**src/rtl/page_heap_allocator_top_macros.svh**
```systemverilog
// assertion macros for the page heap allocator
// no dependencies; included by the top level only
`ifndef PAGE_HEAP_ALLOCATOR_TOP_MACROS_SVH
`define PAGE_HEAP_ALLOCATOR_TOP_MACROS_SVH
`ifndef SYNTH
`define PHA_ASSERT_NOW(lbl, ante, cons) \
    lbl: assert property (@(posedge i_clk) disable iff (!i_rst_n) (ante) |-> (cons)) \
        else $error("page heap allocator check failed");
`define PHA_ASSERT_NEXT(lbl, ante, cons) \
    lbl: assert property (@(posedge i_clk) disable iff (!i_rst_n) (ante) |=> (cons)) \
        else $error("page heap allocator check failed");
`else
`define PHA_ASSERT_NOW(lbl, ante, cons)
`define PHA_ASSERT_NEXT(lbl, ante, cons)
`endif
`endif

```
**src/rtl/pha_pkg.sv**
```systemverilog
// shared types and codes of the page heap allocator
// no dependencies
package pha_pkg;

    // operation codes
    localparam logic OP_ALLOC = 1'b0;
    localparam logic OP_FREE  = 1'b1;

    // status codes
    localparam logic [2:0] ST_OK       = 3'd0;
    localparam logic [2:0] ST_NOSPACE  = 3'd1;
    localparam logic [2:0] ST_FULL     = 3'd2;
    localparam logic [2:0] ST_NOTFOUND = 3'd3;
    localparam logic [2:0] ST_ZERO     = 3'd4;

    // configuration register indexes
    localparam logic CFG_HEAP_START  = 1'b0;
    localparam logic CFG_LIMIT_PAGES = 1'b1;

    // register reset values
    localparam logic [31:0] HEAP_START_RST  = 32'h8000_0000;
    localparam logic [12:0] LIMIT_PAGES_RST = 13'd4096;

    typedef struct packed {
        logic        op;
        logic [24:0] request_bytes;
        logic [31:0] free_address;
    } t_in_item;

    typedef struct packed {
        logic [2:0]  status;
        logic [31:0] result_address;
        logic [24:0] byte_count;
    } t_out_item;

endpackage

```
**src/rtl/pha_seg_ram.sv**
```systemverilog
// segment table storage: one write port, one registered read port
// no package dependencies
module pha_seg_ram #(
    parameter int DEPTH = 64,
    parameter int IX_W  = 6,
    parameter int DW    = 26
) (
    input  logic            i_clk,
    input  logic            i_we,
    input  logic [IX_W-1:0] i_waddr,
    input  logic [DW-1:0]   i_wdata,
    input  logic [IX_W-1:0] i_raddr,
    output logic [DW-1:0]   o_rdata
);

    logic [DW-1:0] r_mem [DEPTH];

    // write port
    always_ff @(posedge i_clk) begin
        if (i_we) begin
            r_mem[i_waddr] <= i_wdata;
        end
    end

    // read port, registered
    always_ff @(posedge i_clk) begin
        o_rdata <= r_mem[i_raddr];
    end

endmodule

```
**src/rtl/page_heap_allocator_top.sv**
```systemverilog
// page heap allocator: best fit over an address ordered segment table
// a free walks the table for the address; an allocate runs the merge and fit
// walk, then the split move
// throughput: one transaction at a time, bound by the one read per cycle
// of the segment memory; reset clears count, bump and used pages at once
// and needs no clearing pass
module page_heap_allocator_top
    import pha_pkg::*;
#(
    parameter int HEAP_PAGES   = 4096,
    parameter int MAX_SEGMENTS = 64,
    parameter int PAGE_SHIFT   = 12
) (
    input  logic      i_clk,
    input  logic      i_rst_n,
    input  logic      i_in_valid,
    output logic      o_in_stall,
    input  t_in_item  i_in_data,
    output logic      o_out_valid,
    input  logic      i_out_stall,
    output t_out_item o_out_data,
    input  logic      i_cfg_valid,
    output logic      o_cfg_ready,
    input  logic      i_cfg_index,
    input  logic [31:0] i_cfg_data
);

    `include "page_heap_allocator_top_macros.svh"

    localparam int PG_W  = $clog2(HEAP_PAGES + 1);
    localparam int RQ_W  = 25 - PAGE_SHIFT + 1;
    localparam int MX_W  = (PG_W > RQ_W) ? ((PG_W > 13) ? PG_W : 13)
                                         : ((RQ_W > 13) ? RQ_W : 13);
    localparam int AW    = MX_W + 1;
    localparam int IX_W  = $clog2(MAX_SEGMENTS);
    localparam int CNT_W = $clog2(MAX_SEGMENTS + 1);
    localparam int EW    = 2 * PG_W;

    localparam logic [3:0] S_IDLE  = 4'd0;
    localparam logic [3:0] S_PREP  = 4'd1;
    localparam logic [3:0] S_FREE  = 4'd2;
    localparam logic [3:0] S_COAL  = 4'd3;
    localparam logic [3:0] S_TAIL  = 4'd4;
    localparam logic [3:0] S_DEC   = 4'd5;
    localparam logic [3:0] S_SHIFT = 4'd6;
    localparam logic [3:0] S_SPLA  = 4'd7;
    localparam logic [3:0] S_SPLB  = 4'd8;
    localparam logic [3:0] S_DONE  = 4'd9;

    function automatic logic [31:0] addr_of(input logic [31:0] base,
                                            input logic [PG_W-1:0] pg);
        logic [PG_W+PAGE_SHIFT-1:0] sh;
        sh = {pg, {PAGE_SHIFT{1'b0}}};
        return base + 32'(sh);
    endfunction

    function automatic logic [24:0] bytes_of(input logic [AW-1:0] p);
        logic [AW+PAGE_SHIFT-1:0] t;
        t = {p, {PAGE_SHIFT{1'b0}}};
        return t[24:0];
    endfunction

    logic [3:0]       r_state, n_state;
    logic             r_op, n_op;
    logic [RQ_W-1:0]  r_pages, n_pages;
    logic [31:0]      r_faddr, n_faddr;
    logic [CNT_W-1:0] r_count, n_count;
    logic [PG_W-1:0]  r_bump, n_bump;
    logic [PG_W-1:0]  r_used, n_used;
    logic [31:0]      r_heap_start;
    logic [12:0]      r_limit;
    logic [IX_W-1:0]  r_idx, n_idx;
    logic [CNT_W-1:0] r_n, n_n;
    logic             r_pend, n_pend;
    logic [PG_W-1:0]  r_pstart, n_pstart;
    logic [IX_W-1:0]  r_pidx, n_pidx;
    logic             r_exact, n_exact;
    logic [IX_W-1:0]  r_eidx, n_eidx;
    logic [PG_W-1:0]  r_estart, n_estart;
    logic             r_best, n_best;
    logic [IX_W-1:0]  r_bidx, n_bidx;
    logic [PG_W-1:0]  r_bstart, n_bstart;
    logic [AW-1:0]    r_bsize, n_bsize;
    t_out_item        r_res, n_res;
    logic             r_out_valid;
    t_out_item        r_out;

    logic             mem_we;
    logic [IX_W-1:0]  mem_waddr;
    logic [EW-1:0]    mem_wdata;
    logic [IX_W-1:0]  mem_raddr;
    logic [EW-1:0]    mem_rdata;
    logic [PG_W-1:0]  q_start;
    logic [PG_W-1:0]  q_pages;

    logic             do_eval;
    logic [PG_W-1:0]  ev_start;
    logic [IX_W-1:0]  ev_idx;
    logic [PG_W-1:0]  ev_end;
    logic [AW-1:0]    ev_fs;
    logic [AW-1:0]    pages_w;
    logic [AW-1:0]    cap;
    logic             last;
    logic             skip;
    logic             hit;
    logic             in_acc;
    logic             out_free;

    pha_seg_ram #(
        .DEPTH (MAX_SEGMENTS),
        .IX_W  (IX_W),
        .DW    (EW)
    ) u_ram (
        .i_clk   (i_clk),
        .i_we    (mem_we),
        .i_waddr (mem_waddr),
        .i_wdata (mem_wdata),
        .i_raddr (mem_raddr),
        .o_rdata (mem_rdata)
    );

    // handshake and helpers
    assign o_in_stall  = (r_state != S_IDLE);
    assign in_acc      = i_in_valid && !o_in_stall;
    assign o_cfg_ready = 1'b1;
    assign o_out_valid = r_out_valid;
    assign o_out_data  = r_out;
    assign out_free    = !r_out_valid || !i_out_stall;
    assign q_start     = mem_rdata[EW-1:PG_W];
    assign q_pages     = mem_rdata[PG_W-1:0];
    assign pages_w     = AW'(r_pages);
    assign cap         = (AW'(r_limit) > AW'(HEAP_PAGES)) ? AW'(HEAP_PAGES) : AW'(r_limit);
    assign last        = (CNT_W'(r_idx) == r_count - CNT_W'(1));
    assign skip        = (q_pages == '0) && (r_n != '0) && r_pend;
    assign hit         = (q_pages != '0) && (addr_of(r_heap_start, q_start) == r_faddr);
    assign ev_fs       = (ev_end > ev_start) ? AW'(ev_end - ev_start) : '0;

    // main sequencer
    always_comb begin
        n_state  = r_state;
        n_op     = r_op;
        n_pages  = r_pages;
        n_faddr  = r_faddr;
        n_count  = r_count;
        n_bump   = r_bump;
        n_used   = r_used;
        n_idx    = r_idx;
        n_n      = r_n;
        n_pend   = r_pend;
        n_pstart = r_pstart;
        n_pidx   = r_pidx;
        n_exact  = r_exact;
        n_eidx   = r_eidx;
        n_estart = r_estart;
        n_best   = r_best;
        n_bidx   = r_bidx;
        n_bstart = r_bstart;
        n_bsize  = r_bsize;
        n_res    = r_res;
        mem_we    = 1'b0;
        mem_waddr = r_idx;
        mem_wdata = mem_rdata;
        mem_raddr = r_idx + IX_W'(1);
        do_eval   = 1'b0;
        ev_start  = r_pstart;
        ev_idx    = r_pidx;
        ev_end    = q_start;

        unique case (r_state)
            S_IDLE: begin
                if (in_acc) begin
                    n_op    = i_in_data.op;
                    n_faddr = i_in_data.free_address;
                    n_pages = RQ_W'(i_in_data.request_bytes >> PAGE_SHIFT)
                            + RQ_W'(i_in_data.request_bytes[PAGE_SHIFT-1:0] != '0);
                    n_state = S_PREP;
                end
            end
            S_PREP: begin
                mem_raddr = '0;
                n_idx     = '0;
                n_n       = '0;
                n_pend    = 1'b0;
                n_exact   = 1'b0;
                n_best    = 1'b0;
                if (r_op == OP_FREE) begin
                    if (r_count == '0) begin
                        n_res   = '{ST_NOTFOUND, r_faddr, 25'd0};
                        n_state = S_DONE;
                    end else begin
                        n_state = S_FREE;
                    end
                end else if (r_pages == '0) begin
                    n_res   = '{ST_ZERO, 32'd0, 25'd0};
                    n_state = S_DONE;
                end else if (AW'(r_used) + pages_w > cap) begin
                    n_res   = '{ST_NOSPACE, 32'd0, 25'd0};
                    n_state = S_DONE;
                end else if (r_count == '0) begin
                    n_state = S_TAIL;
                end else begin
                    n_state = S_COAL;
                end
            end
            S_FREE: begin
                n_idx = r_idx + IX_W'(1);
                if (hit) begin
                    mem_we    = 1'b1;
                    mem_wdata = {q_start, {PG_W{1'b0}}};
                    n_used    = (r_used >= q_pages) ? r_used - q_pages : '0;
                    n_res     = '{ST_OK, r_faddr, bytes_of(AW'(q_pages))};
                    n_state   = S_DONE;
                end else if (last) begin
                    n_res   = '{ST_NOTFOUND, r_faddr, 25'd0};
                    n_state = S_DONE;
                end
            end
            S_COAL: begin
                // merge runs of free entries and weigh each free one for fit
                n_idx = r_idx + IX_W'(1);
                if (!skip) begin
                    mem_we    = 1'b1;
                    mem_waddr = r_n[IX_W-1:0];
                    do_eval   = r_pend;
                    n_pend    = (q_pages == '0);
                    n_pstart  = q_start;
                    n_pidx    = r_n[IX_W-1:0];
                    n_n       = r_n + CNT_W'(1);
                end
                if (last) begin
                    n_state = S_TAIL;
                end
            end
            S_TAIL: begin
                // trailing free entry ends at the bump pointer
                do_eval = r_pend;
                ev_end  = r_bump;
                n_count = r_n;
                n_state = S_DEC;
            end
            S_DEC: begin
                mem_raddr = IX_W'(r_count - CNT_W'(1));
                if (r_exact) begin
                    mem_we    = 1'b1;
                    mem_waddr = r_eidx;
                    mem_wdata = {r_estart, PG_W'(r_pages)};
                    n_used    = r_used + PG_W'(r_pages);
                    n_res     = '{ST_OK, addr_of(r_heap_start, r_estart), bytes_of(pages_w)};
                    n_state   = S_DONE;
                end else if (r_best) begin
                    if (r_count >= CNT_W'(MAX_SEGMENTS)) begin
                        n_res   = '{ST_FULL, 32'd0, 25'd0};
                        n_state = S_DONE;
                    end else if (CNT_W'(r_bidx) + CNT_W'(1) < r_count) begin
                        n_idx   = IX_W'(r_count - CNT_W'(1));
                        n_state = S_SHIFT;
                    end else begin
                        n_state = S_SPLA;
                    end
                end else if (AW'(r_bump) + pages_w > cap) begin
                    n_res   = '{ST_NOSPACE, 32'd0, 25'd0};
                    n_state = S_DONE;
                end else if (r_count >= CNT_W'(MAX_SEGMENTS)) begin
                    n_res   = '{ST_FULL, 32'd0, 25'd0};
                    n_state = S_DONE;
                end else begin
                    mem_we    = 1'b1;
                    mem_waddr = IX_W'(r_count);
                    mem_wdata = {r_bump, PG_W'(r_pages)};
                    n_count   = r_count + CNT_W'(1);
                    n_bump    = r_bump + PG_W'(r_pages);
                    n_used    = r_used + PG_W'(r_pages);
                    n_res     = '{ST_OK, addr_of(r_heap_start, r_bump), bytes_of(pages_w)};
                    n_state   = S_DONE;
                end
            end
            S_SHIFT: begin
                // move entries above the split point up by one
                mem_raddr = r_idx - IX_W'(1);
                mem_we    = 1'b1;
                mem_waddr = r_idx + IX_W'(1);
                n_idx     = r_idx - IX_W'(1);
                if (r_idx == r_bidx + IX_W'(1)) begin
                    n_state = S_SPLA;
                end
            end
            S_SPLA: begin
                mem_we    = 1'b1;
                mem_waddr = r_bidx;
                mem_wdata = {r_bstart, PG_W'(r_pages)};
                n_state   = S_SPLB;
            end
            S_SPLB: begin
                mem_we    = 1'b1;
                mem_waddr = r_bidx + IX_W'(1);
                mem_wdata = {r_bstart + PG_W'(r_pages), {PG_W{1'b0}}};
                n_count   = r_count + CNT_W'(1);
                n_used    = r_used + PG_W'(r_pages);
                n_res     = '{ST_OK, addr_of(r_heap_start, r_bstart), bytes_of(pages_w)};
                n_state   = S_DONE;
            end
            S_DONE: begin
                if (out_free) begin
                    n_state = S_IDLE;
                end
            end
            default: begin
                n_state = S_IDLE;
            end
        endcase

        // exact fit wins, else smallest larger free segment, first on a tie
        if (do_eval && !r_exact) begin
            if (ev_fs == pages_w) begin
                n_exact  = 1'b1;
                n_eidx   = ev_idx;
                n_estart = ev_start;
            end else if (ev_fs > pages_w && (!r_best || ev_fs < r_bsize)) begin
                n_best   = 1'b1;
                n_bidx   = ev_idx;
                n_bstart = ev_start;
                n_bsize  = ev_fs;
            end
        end
    end

    // control registers
    always_ff @(posedge i_clk) begin
        if (!i_rst_n) begin
            r_state      <= S_IDLE;
            r_count      <= '0;
            r_bump       <= '0;
            r_used       <= '0;
            r_heap_start <= HEAP_START_RST;
            r_limit      <= LIMIT_PAGES_RST;
            r_out_valid  <= 1'b0;
        end else begin
            r_state <= n_state;
            r_count <= n_count;
            r_bump  <= n_bump;
            r_used  <= n_used;
            if (i_cfg_valid && o_cfg_ready) begin
                unique case (i_cfg_index)
                    CFG_HEAP_START:  r_heap_start <= i_cfg_data;
                    CFG_LIMIT_PAGES: r_limit      <= i_cfg_data[12:0];
                    default:         r_limit      <= r_limit;
                endcase
            end
            if (r_state == S_DONE && out_free) begin
                r_out_valid <= 1'b1;
            end else if (!i_out_stall) begin
                r_out_valid <= 1'b0;
            end
        end
    end

    // working and payload registers
    always_ff @(posedge i_clk) begin
        r_op     <= n_op;
        r_pages  <= n_pages;
        r_faddr  <= n_faddr;
        r_idx    <= n_idx;
        r_n      <= n_n;
        r_pend   <= n_pend;
        r_pstart <= n_pstart;
        r_pidx   <= n_pidx;
        r_exact  <= n_exact;
        r_eidx   <= n_eidx;
        r_estart <= n_estart;
        r_best   <= n_best;
        r_bidx   <= n_bidx;
        r_bstart <= n_bstart;
        r_bsize  <= n_bsize;
        r_res    <= n_res;
        if (r_state == S_DONE && out_free) begin
            r_out <= r_res;
        end
    end

    // checks
    `PHA_ASSERT_NOW(a_count_bound, 1'b1, r_count <= CNT_W'(MAX_SEGMENTS))
    `PHA_ASSERT_NOW(a_used_le_bump, 1'b1, r_used <= r_bump)
    `PHA_ASSERT_NOW(a_shift_above_best, r_state == S_SHIFT, r_best && (r_idx > r_bidx))
    `PHA_ASSERT_NEXT(a_done_loads_out, r_state == S_DONE && out_free, o_out_valid)

endmodule

```
**config.mk**
```make
export PLATFORM = sky130hd
export DESIGN_NAME = page_heap_allocator_top
export DESIGN_NICKNAME = d
export VERILOG_FILES = /design/src/rtl/pha_pkg.sv /design/src/rtl/pha_seg_ram.sv /design/src/rtl/page_heap_allocator_top.sv
export VERILOG_INCLUDE_DIRS = /design/src /design/src/rtl
export SDC_FILE = /design/constraint.sdc
export NUM_CORES = 2
export LEC_CHECK = 0
export BUFFER_PORTS_ARGS = -buffer_cell sky130_fd_sc_hd__buf_2
export CAP_MARGIN = 20
export CORE_MARGIN = 3
export CORE_UTILIZATION = 45
export DETAILED_ROUTE_END_ITERATION = 10
export GPL_ROUTABILITY_DRIVEN = 0
export PLACE_DENSITY = 0.68
export SLEW_MARGIN = 20
export SYNTH_ARGS = -nofsm -noshare
export SYNTH_HDL_FRONTEND = slang
export SYNTH_SLANG_ARGS = --single-unit
```
**constraint.sdc**
```tcl
create_clock -name i_clk -period 11.1 [get_ports i_clk]
set_clock_uncertainty 0.1 [all_clocks]
set_input_delay 0.555 -clock i_clk [delete_from_list [all_inputs] [get_ports i_clk]]
set_output_delay 0.555 -clock i_clk [all_outputs]
set_load 0.005 [all_outputs]
```
==> results.toml <==
[sta]
post-route-min-period_ns = 7.51
report.final.slew_viol_count = 0
setup_ws_ns = 3.59
rsz0062_at_grt = "false"
setup_tns_ns = 0
worstMarginPinSlew_ns = 1.09
final-setup-viol-count = 0
whs_ns = 0.0687
maxSlewHeadroom = 0.274
fmax_mhz = 133
hold_viol = 0
finalCritPeriodShare = 0.676

[grt]
grt_max_degree = 123
grt_pass1_vias = 50893
grt-ovfl-total = 0
grt_first_pass_wirelength_mm = 344
antenna_found_initial = 9
gr-usage-all-layers = 0.228

[critical_path]
worstPathRequired_ns = 11.49
critPathMaxStageDelay_ns = 0.76
worstPathMaxFanout = 18
path_buf_inv = 1
arrival_ns = 7.90
slowest_stage = "nor3_2"
crit_type = "reg -> reg"
critical_path.top_delay_family = "simple AND/OR/NAND/NOR gates"
cp-end-kind = "flip-flop"
path_cells = "ha_1, fa_1, a211oi_1, nor3_1, o31ai_1, nand2_1, a21o_1, a21oi_1, xnor2_1, ha_1, and4_1, nand4_1, a211o_1, a31o_2, nand2_1, nor2_1, o311ai_1, nand2_2, nor3_2, buf_4"
cp-start-kind = "flip-flop"

[synth]
synth_top_area_share = 0.634
synthSimpleGateAreaFrac = 0.0410
synth_area_sq_um = 89600
synthCells = 5861
yosysTopAreaCell = "edfxtp_1"
ys_warn_count = 0
synth_top_family_by_area = "multiplexers"
synth_compound_area_frac = 0.0484
muxShareOfSynthArea = 0.189
yosys.area_share.adder = 0.0278
synth-xor-area-share = 0.0161
seq_area_frac_synth = 0.659
ys.flop_type = "edfxtp_1"
yosys-top-cells-count = "1892 x edfxtp_1, 1675 x mux2i_1, 237 x nand2_1"
ys_types = 85
synth_most_common_cell = "edfxtp_1"
synthArstFlopShare = 0
synth-seq-cells = 2003
synth-edff-count = 1892
synth_area_leaders = "edfxtp_1 63%, mux2i_1 19%, ha_1 2.6%, dfxtp_1 2.5%, xnor2_1 1.0%"
avgSynthCellArea_sq_um = 15.3

[detailed_routing]
drtAntennaViolNets = 0
wl_per_cell_microns = 26.6
first_pass_iters = 9
drc_errors = 0
drt_iter0_drc = 5594
vias = 52193
routed_wl_mm = 239
avgViaCountPerCell = 5.82

[clocking]
post_cts_buffers = 0
clk_latency_ns = 0.86
cts_made_buffers = 201
cts_tree = "built"
clkSinkCount = 2003
clock_path_buffers = 3
htreeDepth = 4
ctsResizeCount = 0
clk_transition_reported_paths_ns = 0.06
cts-root-buf = "clkbuf_16"
holdBufCountCts = 77

[pwr]
p_leak_nw = 38.8
power_density_nw_per_um2 = 300
peakVddDrop_mv = 0.463

[place]
dpl_worst_slack_ns = 3.85
numPortBuffers = 145
dp_hpwl_mm = 149

[run]
max_cap_viol_count = 0

[floorplan]
fp.dieW_microns = 452
pin_count = 159
core_area_sq_um = 198000
die-area_sq_um = 205000
rows = 163
start_util = 0.454
fp.dieH_microns = 452

[final_layout]
nFillCells = 16054
drive_above_1_share = 0.116
area_growth_pct = 13.7
fin_nets = 6447

[run_status]
status = "finished clean"

[worst_hold_path]
min_path_type = "in -> reg"
## layout make-up
| class | count | area [sq um] | area share |
|---|---|---|---|
| well taps | 2640 | 3300 | 0.0324 |
| multi-input cells | 3455 | 29600 | 0.291 |
| clock buffers | 258 | 5360 | 0.0525 |
| repair buffers | 383 | 2880 | 0.0282 |
| inverters | 113 | 424 | 0.00416 |
| diodes | 5 | 12.5 | 0.000123 |
| clock inverters | 118 | 1270 | 0.0125 |
| flip-flops and latches | 2003 | 59000 | 0.579 |
## flip-flops by register name (all words and copies together), names as in the netlist, 4 cells and up
signal / cells
r_bstart: 13
r_state: 4
r_res: 48
r_used: 13
ev_idx: 6
r_heap_start: 32
r_eidx: 6
r_n: 7
r_bidx: 6
r_count: 7
r_pages: 14
r_estart: 13
ev_start: 13
r_faddr: 32
r_bump: 13
r_limit: 13
r_idx: 6
u_ram.r_mem: 1664
u_ram.o_rdata: 26
o_out_data: 48
r_bsize: 14
## logic make-up (layout without fill, tap and decap cells)
family,after synthesis,count (layout)
muxes,1692,1692
adders and majority gates,194,194
buffers and inverters,414,872
xor gates and xnor gates,165,165
AOI/OAI and AO/OA,643,643
DFF,2003,2003
and+or+nand+nor,748,748
other,2,18
## stage by stage
step                      power, W  std cells  instance area (sq um)  utilization
after floorplan             0.0186       5872                  89700            -
after global placement      0.0236       8514                  94400        0.478
after detailed placement    0.0238       8514                  94400        0.478
after CTS                   0.0306       8967                 102000        0.515
after global routing        0.0316       8971                 102000        0.516
final                       0.0306       8975                 102000        0.516
## path summary, 6_finish.rpt
check / from / end / slack (ns) / depth (start not counted)
min: i_in_data[47] / r_pages[3] / 0.07 / 2
min reg2reg: r_res[36] / o_out_data[36] / 0.32 / 0
max reg2reg: r_pages[0] / u_ram.r_mem[11][14] / 3.59 / 20
max: r_pages[0] / u_ram.r_mem[11][14] / 3.59 / 20
## where the power goes
group          leakage (nW)  switching (W)  total (W)  internal (W)
clock network          3.20        0.00292    0.00673       0.00381
logic                  17.6        0.00891     0.0132       0.00426
registers              18.0       0.000435     0.0107        0.0103
## placed cells by master (no fill, tap or decap), types with 17 or more instances in the layout
cell type and n:
edfxtp_1 1892, mux2i_1 1673, nand2_1 236, clkbuf_16 202, ha_1 185, a21oi_1 175, buf_4 149, buf_2 145
nor2_1 140, inv_1 112, dfxtp_1 111, xnor2_1 104, o21ai_0 98, dlygate4sd3_1 77, nor3_1 66, xor2_1 61
nand3_1 55, a21o_1 48, nor3_2 48, clkbuf_1 47, clkinv_1 39, clkinv_2 36, a22o_1 31, nand4_1 27
nor2b_1 26, o211ai_1 25, o21a_1 22, and3_1 22, or3_1 17, nor4_1 17, a22oi_1 17, nor3_4 17
## routing by layer
layer,wire (microns),vias to the layer above,GRT usage
met5,12,-,0
met4,9360,2,0.0853
met3,18900,463,0.0419
met2,109000,2146,0.359
met1,101000,26258,0.316
li1,-,23324,-
Power figures use the tool's default switching activity.
